[src/sv/ssq_pkg.sv]
// ----------------------------------------------------------------------------
// ssq_pkg
// Shared codes and types for the stable sorted priority queue.
// ----------------------------------------------------------------------------
package ssq_pkg;

  localparam int ActW    = 2;
  localparam int KeyW    = 16;
  localparam int PayW    = 16;
  localparam int StatW   = 2;
  localparam int FillW   = 5;

  localparam logic [ActW-1:0] ACT_INSERT = 2'd0;
  localparam logic [ActW-1:0] ACT_REMOVE = 2'd1;
  localparam logic [ActW-1:0] ACT_PEEK   = 2'd2;
  localparam logic [ActW-1:0] ACT_NOP    = 2'd3;

  localparam logic [StatW-1:0] ST_OK    = 2'd0;
  localparam logic [StatW-1:0] ST_EMPTY = 2'd1;
  localparam logic [StatW-1:0] ST_FULL  = 2'd2;

  // controller -> datapath
  typedef struct packed {
    logic             insert;
    logic             remove;
    logic             capture;
    logic             show_head;
    logic [StatW-1:0] status;
  } ssq_cmd_t;

  // datapath -> controller
  typedef struct packed {
    logic empty;
    logic full;
  } ssq_stat_t;

endpackage

[src/sv/ssq_if.sv]
// ----------------------------------------------------------------------------
// ssq_if
// Valid/ready channels for request items and result items.
// ----------------------------------------------------------------------------
interface ssq_in_if;
  logic        valid;
  logic        ready;
  logic [1:0]  action;
  logic [15:0] priority_req;
  logic [15:0] payload;

  modport source (output valid, output action, output priority_req, output payload,
                  input ready);
  modport sink   (input valid, input action, input priority_req, input payload,
                  output ready);
endinterface

interface ssq_out_if;
  logic        valid;
  logic        ready;
  logic [1:0]  status;
  logic [15:0] out_payload;
  logic [15:0] out_priority;
  logic [4:0]  fill_count;

  modport source (output valid, output status, output out_payload, output out_priority,
                  output fill_count, input ready);
  modport sink   (input valid, input status, input out_payload, input out_priority,
                  input fill_count, output ready);
endinterface

[src/sv/ssq_ctrl.sv]
// ----------------------------------------------------------------------------
// ssq_ctrl
// Handshake state machine and action decode for the priority queue.
// ----------------------------------------------------------------------------
module ssq_ctrl
  import ssq_pkg::*;
(
  input  logic                clk,
  input  logic                rst_n,
  input  logic                in_valid,
  output logic                in_ready,
  input  logic [ActW-1:0]     action,
  output logic                out_valid,
  input  logic                out_ready,
  input  ssq_stat_t           stat,
  output ssq_cmd_t            cmd
);

  typedef enum logic [1:0] {
    S_IDLE = 2'b01,
    S_HOLD = 2'b10
  } state_t;

  state_t state_r, state_nxt;
  logic   accept;

  // a pending result that is being taken frees the output register this cycle
  assign in_ready  = (state_r == S_IDLE) || out_ready;
  assign out_valid = (state_r == S_HOLD);
  assign accept    = in_valid && in_ready;

  always_comb begin
    state_nxt = state_r;
    unique case (state_r)
      S_IDLE: begin
        if (accept) state_nxt = S_HOLD;
      end
      S_HOLD: begin
        if (accept) state_nxt = S_HOLD;
        else if (out_ready) state_nxt = S_IDLE;
      end
      default: state_nxt = S_IDLE;
    endcase
  end

  always_ff @(posedge clk) begin
    if (!rst_n) begin
      state_r <= S_IDLE;
    end else begin
      state_r <= state_nxt;
    end
  end

  always_comb begin
    cmd           = '0;
    cmd.capture   = accept;
    cmd.status    = ST_OK;
    unique case (action)
      ACT_INSERT: begin
        if (stat.full) cmd.status = ST_FULL;
        else cmd.insert = accept;
      end
      ACT_REMOVE: begin
        if (stat.empty) begin
          cmd.status = ST_EMPTY;
        end else begin
          cmd.remove    = accept;
          cmd.show_head = 1'b1;
        end
      end
      ACT_PEEK: begin
        if (stat.empty) cmd.status = ST_EMPTY;
        else cmd.show_head = 1'b1;
      end
      ACT_NOP: begin
        cmd.status = ST_OK;
      end
      default: cmd.status = ST_OK;
    endcase
  end

endmodule

[src/sv/ssq_dp.sv]
// ----------------------------------------------------------------------------
// ssq_dp
// Compare-and-shift register array holding the sorted entries, plus the
// result register.
// ----------------------------------------------------------------------------
module ssq_dp
  import ssq_pkg::*;
#(
  parameter int DEPTH = 16
)(
  input  logic              clk,
  input  logic              rst_n,
  input  ssq_cmd_t          cmd,
  output ssq_stat_t         stat,
  input  logic [KeyW-1:0]   in_pri,
  input  logic [PayW-1:0]   in_pay,
  output logic [StatW-1:0]  res_status,
  output logic [PayW-1:0]   res_payload,
  output logic [KeyW-1:0]   res_priority,
  output logic [FillW-1:0]  res_fill
);

  localparam int CW = $clog2(DEPTH + 1);

  logic [KeyW-1:0] pri_r   [DEPTH];
  logic [PayW-1:0] pay_r   [DEPTH];
  logic [KeyW-1:0] pri_nxt [DEPTH];
  logic [PayW-1:0] pay_nxt [DEPTH];
  logic [DEPTH-1:0] le;
  logic [CW-1:0]   count_r, count_nxt;
  logic [CW+FillW-1:0] count_ext;

  assign stat.empty = (count_r == '0);
  assign stat.full  = (count_r == CW'(DEPTH));

  // cell keeps its entry when it holds a key not above the new one
  always_comb begin
    for (int i = 0; i < DEPTH; i++) begin
      le[i] = (CW'(i) < count_r) && (pri_r[i] <= in_pri);
    end
  end

  for (genvar g = 0; g < DEPTH; g++) begin : g_cell
    always_comb begin
      pri_nxt[g] = pri_r[g];
      pay_nxt[g] = pay_r[g];
      if (cmd.insert && !le[g]) begin
        if (g == 0) begin
          pri_nxt[g] = in_pri;
          pay_nxt[g] = in_pay;
        end else if (le[(g == 0) ? 0 : g-1]) begin
          pri_nxt[g] = in_pri;
          pay_nxt[g] = in_pay;
        end else begin
          pri_nxt[g] = pri_r[(g == 0) ? 0 : g-1];
          pay_nxt[g] = pay_r[(g == 0) ? 0 : g-1];
        end
      end else if (cmd.remove && (g < DEPTH-1)) begin
        // advance toward the head
        pri_nxt[g] = pri_r[(g < DEPTH-1) ? g+1 : g];
        pay_nxt[g] = pay_r[(g < DEPTH-1) ? g+1 : g];
      end
    end

    always_ff @(posedge clk) begin
      pri_r[g] <= pri_nxt[g];
      pay_r[g] <= pay_nxt[g];
    end
  end

  always_comb begin
    count_nxt = count_r;
    if (cmd.insert) count_nxt = count_r + CW'(1);
    else if (cmd.remove) count_nxt = count_r - CW'(1);
  end

  assign count_ext = {{FillW{1'b0}}, count_nxt};

  always_ff @(posedge clk) begin
    if (!rst_n) begin
      count_r <= '0;
    end else begin
      count_r <= count_nxt;
    end
  end

  always_ff @(posedge clk) begin
    if (cmd.capture) begin
      res_status   <= cmd.status;
      res_payload  <= cmd.show_head ? pay_r[0] : '0;
      res_priority <= cmd.show_head ? pri_r[0] : '0;
      res_fill     <= count_ext[FillW-1:0];
    end
  end

endmodule

[src/sv/stable_sorted_priority_queue_top.sv]
// ----------------------------------------------------------------------------
// stable_sorted_priority_queue_top
// Bounded priority queue, ascending keys, equal keys leave in arrival order.
// ----------------------------------------------------------------------------
// Request items arrive on in_ch: action (insert, remove head, peek head, no-op),
// priority_req and payload. Every request gives exactly one result item on
// out_ch: status (ok, empty, full), head payload and priority for a
// successful remove or peek (zero otherwise), and the entry count after the
// action, kept to its low five bits.
// Entries sit in a compare-and-shift register array: every cell compares its
// key with the new one and keeps, takes the new entry or takes its neighbor's
// in the cycle the request is accepted; its result is in the output register
// the next cycle.
// Throughput is one item per cycle while out_ch is ready; a new request is
// taken in the same cycle the pending result leaves.
// While the receiver stalls, the result is held and in_ch.ready stays low.
// Synchronous reset empties the queue; stored entries are not cleared.
// A full queue drops an insert and reports full.
// ----------------------------------------------------------------------------
module stable_sorted_priority_queue_top
  import ssq_pkg::*;
#(
  parameter int DEPTH = 16
)(
  input  logic      clk,
  input  logic      rst_n,
  ssq_in_if.sink    in_ch,
  ssq_out_if.source out_ch
);

  ssq_cmd_t  cmd;
  ssq_stat_t stat;

  ssq_ctrl u_ctrl (
    .clk       (clk),
    .rst_n     (rst_n),
    .in_valid  (in_ch.valid),
    .in_ready  (in_ch.ready),
    .action    (in_ch.action),
    .out_valid (out_ch.valid),
    .out_ready (out_ch.ready),
    .stat      (stat),
    .cmd       (cmd)
  );

  ssq_dp #(
    .DEPTH (DEPTH)
  ) u_dp (
    .clk          (clk),
    .rst_n        (rst_n),
    .cmd          (cmd),
    .stat         (stat),
    .in_pri       (in_ch.priority_req),
    .in_pay       (in_ch.payload),
    .res_status   (out_ch.status),
    .res_payload  (out_ch.out_payload),
    .res_priority (out_ch.out_priority),
    .res_fill     (out_ch.fill_count)
  );

endmodule
[src/flat_wrapper.sv]
// flat-port wrapper written by rule: the top's interface ports become plain ports
module stable_sorted_priority_queue_top_flat import ssq_pkg::*;
#(
  parameter int DEPTH = 16
)
  (clk, rst_n, in_ch_valid, in_ch_action, in_ch_priority_req, in_ch_payload, in_ch_ready, out_ch_valid, out_ch_status, out_ch_out_payload, out_ch_out_priority, out_ch_fill_count, out_ch_ready);
  ssq_in_if in_ch_i ();
  ssq_out_if out_ch_i ();
  input  logic clk;
  input  logic rst_n;
  input wire logic [$bits(in_ch_i.valid)-1:0] in_ch_valid;
  input wire logic [$bits(in_ch_i.action)-1:0] in_ch_action;
  input wire logic [$bits(in_ch_i.priority_req)-1:0] in_ch_priority_req;
  input wire logic [$bits(in_ch_i.payload)-1:0] in_ch_payload;
  output wire logic [$bits(in_ch_i.ready)-1:0] in_ch_ready;
  output wire logic [$bits(out_ch_i.valid)-1:0] out_ch_valid;
  output wire logic [$bits(out_ch_i.status)-1:0] out_ch_status;
  output wire logic [$bits(out_ch_i.out_payload)-1:0] out_ch_out_payload;
  output wire logic [$bits(out_ch_i.out_priority)-1:0] out_ch_out_priority;
  output wire logic [$bits(out_ch_i.fill_count)-1:0] out_ch_fill_count;
  input wire logic [$bits(out_ch_i.ready)-1:0] out_ch_ready;
  assign in_ch_i.valid = in_ch_valid;
  assign in_ch_i.action = in_ch_action;
  assign in_ch_i.priority_req = in_ch_priority_req;
  assign in_ch_i.payload = in_ch_payload;
  assign in_ch_ready = in_ch_i.ready;
  assign out_ch_valid = out_ch_i.valid;
  assign out_ch_status = out_ch_i.status;
  assign out_ch_out_payload = out_ch_i.out_payload;
  assign out_ch_out_priority = out_ch_i.out_priority;
  assign out_ch_fill_count = out_ch_i.fill_count;
  assign out_ch_i.ready = out_ch_ready;
  stable_sorted_priority_queue_top #(.DEPTH(DEPTH)) u_core (.clk(clk), .rst_n(rst_n), .in_ch(in_ch_i), .out_ch(out_ch_i));
endmodule
[config.mk]
export PLATFORM = sky130hd
export DESIGN_NAME = stable_sorted_priority_queue_top_flat
export DESIGN_NICKNAME = d
export VERILOG_FILES = /design/src/sv/ssq_pkg.sv /design/src/sv/ssq_if.sv /design/src/sv/ssq_ctrl.sv /design/src/sv/ssq_dp.sv /design/src/sv/stable_sorted_priority_queue_top.sv /design/src/flat_wrapper.sv
export SDC_FILE = /design/constraint.sdc
export NUM_CORES = 1
export LEC_CHECK = 0
export ABC_CLOCK_PERIOD_IN_PS = 7100
export BUFFER_PORTS_ARGS = -buffer_cell sky130_fd_sc_hd__clkbuf_2
export CAP_MARGIN = 20
export CORE_MARGIN = 1.5
export CORE_UTILIZATION = 65
export CTS_BUF_LIST = sky130_fd_sc_hd__clkbuf_2 sky130_fd_sc_hd__clkbuf_4 sky130_fd_sc_hd__clkbuf_8
export DETAILED_ROUTE_END_ITERATION = 7
export PLACE_DENSITY = 0.82
export SETUP_SLACK_MARGIN = 0.4
export SLEW_MARGIN = 20
export SYNTH_ARGS = -nofsm -noshare
export SYNTH_HDL_FRONTEND = slang
export SYNTH_SLANG_ARGS = --single-unit
[constraint.sdc]
create_clock -name clk -period 7.1 [get_ports clk]
set_input_delay 0.355 -clock clk [delete_from_list [all_inputs] [get_ports clk]]
set_output_delay 0.355 -clock clk [all_outputs]
set_load 0.005 [all_outputs]
==> After elaboration in Yosys (flattened, before gate mapping) <==
Memories as Yosys holds them, arrays and structs flattened.
Index checks and enable logic that the tools add are counted.
{ "totals": {"regBits": 46, "ram_bits": 512, "in_bits": 38, "output_inout_bits": 41, "wordCells": 211, "n_memories": 2} }
{ "mem_list": {"columns": ["memory", "depth", "word_bits", "read_ports", "rd_ports_with_merged_regs", "wr", "line_no", "rtl"], "rows": [
  ["u_core.u_dp.pay_r", 16, 16, 16, 0, 16, "ssq_dp.sv:26", "logic [PayW-1:0] pay_r [DEPTH];"],
  ["u_core.u_dp.pri_r", 16, 16, 16, 0, 16, "ssq_dp.sv:25", "logic [KeyW-1:0] pri_r [DEPTH];"]
]} }
{ "classes": {"add_sub_neg": 2, "n_lt_le_gt_ge": 32, "eq_ne": 8, "muxes": 107, "n_reduce_logical": 54} }
{ "op_table": {"columns": ["cell", "n"], "rows": [
  ["$mux 16", 92],
  ["$le 16x16->1", 16],
  ["$lt 4x5->1 const A", 8],
  ["$logic_and 1x1->1", 33],
  ["$lt 3x5->1 const A", 4],
  ["$logic_not 1->1", 16],
  ["$lt 1x5->1 const A", 2],
  ["$lt 2x5->1 const A", 2],
  ["$mux 5", 2],
  ["$mux 2", 4],
  ["$mux 1", 7],
  ["$eq 2x2->1 const B", 3],
  ["$pmux 2 s3", 1],
  ["$add 5x1->5 const B", 1],
  ["$eq 5x5->1 const B", 1],
  ["$logic_not 5->1", 1],
  ["$sub 5x1->5 const B", 1],
  ["$eq 2x1->1 const B", 2],
  ["$pmux 2 s2", 1],
  ["$ne 3x1->1 const B", 1],
  ["$logic_not 2->1", 1],
  ["$ne 2x2->1 const B", 1],
  ["$reduce_and 2->1", 1],
  ["$reduce_or 2->1", 1],
  ["$logic_or 1x1->1", 1]
]} }

==> Depth between registers and ports, before layout <==
{ "depth": {"ltp_word": 7, "mapped_depth": 13, "mapped_depth_nobuf": 9} }

==> Hierarchy <==
Synthesis repeated with hierarchy kept, for this count alone.
{ "hier_totals": {"cells_unflattened": 2994, "area_unflattened_um2": 33587.2} }
{ "by_module_without_submodules": {"columns": ["mod", "n_inst", "cells_per_inst", "area_each_um2", "seq_area_each_um2"], "rows": [
  ["ssq_dp", 1, 2963, 33335.7, 16646.0],
  ["ssq_ctrl", 1, 31, 251.5, 40.0]
]} }

==> Worst setup path before layout <==
Ideal clock, no wire load.
{ "synth_timing": {"path_type": "flip-flop to flip-flop", "from": "register u_core.u_ctrl.state_r[1] (netlist name)", "to": "memory u_core.u_dp.pay_r[11][0], in the netlist u_core.u_dp.pay_r[1][48] (enable)", "setup_ns": 0.466, "arrival_ns": 4.508, "required_ns": 6.634, "slack_ns": 2.126, "path_stages_with_launch": 9, "n_path_buf": 2, "synth_period_minus_slack_ns": 4.974, "cell_sequence": "dfxtp_1 inv_1 ha_1 o21a_1 and3_1 buf_2 buf_4 nand2_1 o21ai_0"} }
{ "synth_lines": {"columns": ["item", "line_no"], "rows": [
  ["end: declaration", "ssq_dp.sv:26"]
]} }

==> run metrics <==
RSZ-0062 raised after global routing no; top cells by area, synth edfxtp_1 49%, ha_1 9.8%, mux2i_1 8.3%; crit path kind reg2reg; area added between synthesis and finish 8.80%; Final Non-Filler Cells 3793; Psw 2300 uW; I/O pin count roughly 80; max frequency 217 MHz; Clk pwr share 0.367; Net Sw Frac 0.277; Leak 0.0144 uW; number of H-tree levels 3; Post-route DRC 0; vias 25200; I/O Buffers 78; GPL Wtd Cong 0.998; Reg power frac 0.489; Placement Setup Slack roughly 1900 ps; leading area contributor after synthesis edfxtp_1; max cap viols 0; # setup viols final 0; CTS Sinks 558; Final HPWL DP 64.3 mm; Inserted Clock Buffers between 90 and 100; combinational power share 0.144; Skew-Pair Late Insertion Delay roughly 730 ps; CP startpoint kind register; post-synthesis register bit count roughly 560; EDFF count, synth 551; utilization after layout 0.715; run status completed; Mapped Nets ~3300; library cells used by synthesis 63; Post-Route Setup TNS 0 ps; Netlist Area Pre-Place 33700 sq um; synth warn 0; initial core utilization 0.657; Period minus WS final ~4600 ps; required time worst endpoint around 7500 ps; CORE AREA 51300 sq um; chip width 231 microns; ratio of cells with drive above 1 in the final layout 0.176; Placed Cells 3612; Synth top area share 0.491; CTS tree yes; Seq/Total Area, Yosys 0.495; Slew headroom 0.216; clock skew 38.0 ps; Final period util 0.650; DRT Wirelength 91.8 mm; Max clock buf depth 3; die footprint 53300 sq um; Via density 6.64; nets@finish 3332; Critical Path, Cell by Cell ha_1 -> o21a_2 -> and3_1 -> a22oi_4 -> buf_4 -> nand2_1 -> buf_4; initial antenna violation count 6; Main synth FF type edfxtp_1; Clock Root Buffer clkbuf_8; first drt pass iteration count 6; Power Density 226 nW/um^2; min-delay src in_ch_action[1]; Critical Path Fanout Max 42; Int Power 5990 uW; Buf+Inv Stages, Crit Path 2; DR WL/cell 24.2 microns; final setup margin between 2000 and 2500 ps; number of routed nets with antenna violations 0; GRT Total Usage 0.345; Worst setup EP type register; Async SR Flop Fraction 0; Hold Crit Class in2reg; leading cell types by count after synthesis 551 x edfxtp_1, 331 x nand2_1, 280 x mux2i_1; Fin. Hold Viols 0; Worst-path clk slew 60 ps; fin. max-slew vios 0; measured slew at the worst slew-check pin around 1200 ps; critical path arrival around 5000 ps; VDD IR max 0.151 mV; global-route wire length before repair 142 mm; vias in the first global route 24700; row count 83; top-count cell post-synth edfxtp_1; CTS resizes 0; syn avg cell area roughly 11 sq um; Cells after Synth between 2000 and 3000; GRT overflow 0; Filler cells 3510; Slowest Stage Delay on Critical Path 1080 ps; Iteration-0 DRC Markers 2843; pin count of the biggest net entering global routing 66; Die Y ~230 microns; Critical path origin u_core.u_ctrl.state_r[0]; most frequent CP cell buf_4; Top Family by Delay on Critical Path simple AND/OR/NAND/NOR gates; slowest CP cell and3_1; reg2reg start u_core.u_ctrl.state_r[0]
-- metrics by stage --
step                      cell area, sq um  hold WS, ps  total power [uW]
after floorplan                      33700          417              4870
after global placement               34700          484              5210
after detailed placement             34700          509              5270
after CTS                            36700          114              8290
after global routing                 36700          182              8570
final                                36700          141              8300
-- state kept, by name, summed over array words and instances (netlist names) --
register	count
u_core.u_dp.pay_r	256
u_core.u_dp.pri_r	256
u_core.u_dp.res_payload	16
u_core.u_dp.res_priority	16
u_core.u_dp.count_r	5
u_core.u_dp.res_fill	5
u_core.u_ctrl.state_r	2
u_core.u_dp.res_status	2
-- tightest hold or removal path: stages --
cell and delay, ps:
clkbuf_2 80, inv_1 60, ha_1 130, and2_1 120
-- power by group through the flow --
stage	Combinational, uW	Clock (uW)	Sequential (uW)
finish	1200	3050	4050
global route	1310	3190	4070
CTS	1170	3070	4050
detailed placement	1160	0	4110
global placement	1100	0	4100
floorplan	813	0	4060
-- path summary, 6_finish.rpt --
check	to	slack (ps)	cells past startpoint
worst max-delay path	u_core.u_dp.pay_r[1][103]	2490	7
worst max register to register	u_core.u_dp.pay_r[1][103]	2490	7
worst min-delay path	u_core.u_dp.res_status[0]	140	4
worst min register to register	u_core.u_dp.pay_r[1][98]	540	1
-- layout by cell type, fill, tap and decap left out, types with 40 or more instances in the layout --
| cell type | Yosys | routed |
|---|---|---|
| buf_4 | 26 | 62 |
| mux2i_1 | 280 | 280 |
| and2_1 | 42 | 40 |
| o21ai_0 | 88 | 84 |
| mux2_2 | 188 | 188 |
| o21ai_1 | 143 | 142 |
| nand2_1 | 331 | 330 |
| nor2_1 | 229 | 228 |
| a21oi_1 | 270 | 269 |
| ha_1 | 263 | 263 |
| clkbuf_2 | 0 | 78 |
| nand4_1 | 44 | 44 |
| inv_1 | 50 | 50 |
| clkbuf_8 | 0 | 97 |
| edfxtp_1 | 551 | 551 |
-- metal layers --
metal / vias up / wire (microns) / GRT usage
li1: 11200 / - / -
met1: 12200 / 37400 / 0.473
met2: 1508 / 41600 / 0.533
met3: 216 / 9640 / 0.0693
met4: 4 / 3100 / 0.150
met5: - / 60 / 0
-- layout make-up --
type,count,area [sq um],area share
sequential,558,16700,0.455
tap,680,851,0.0232
clock buffer,129,1580,0.0429
antenna,5,12.5,0.000341
timing repair buffer,143,896,0.0244
multi-input combinational,2183,16100,0.439
clock inverter,45,389,0.0106
inverter,50,188,0.00511
-- kinds of logic after synthesis --
logic type	count (synthesis)	synth area share
simple gates	751	0.0978
flops	558	0.495
mux	530	0.170
fa+ha+maj	263	0.0976
compound gates	637	0.106
xor+xnor	2	0.000519
buf+inv	239	0.0334
-- repair_timing --
action | 4_1_cts | 5_1_grt
setup buffers | 0 | 0
hold buffers | 2 | 0
hold endpoints to repair | 7 | 0
Note: power is estimated with default switching activity, not from simulation.
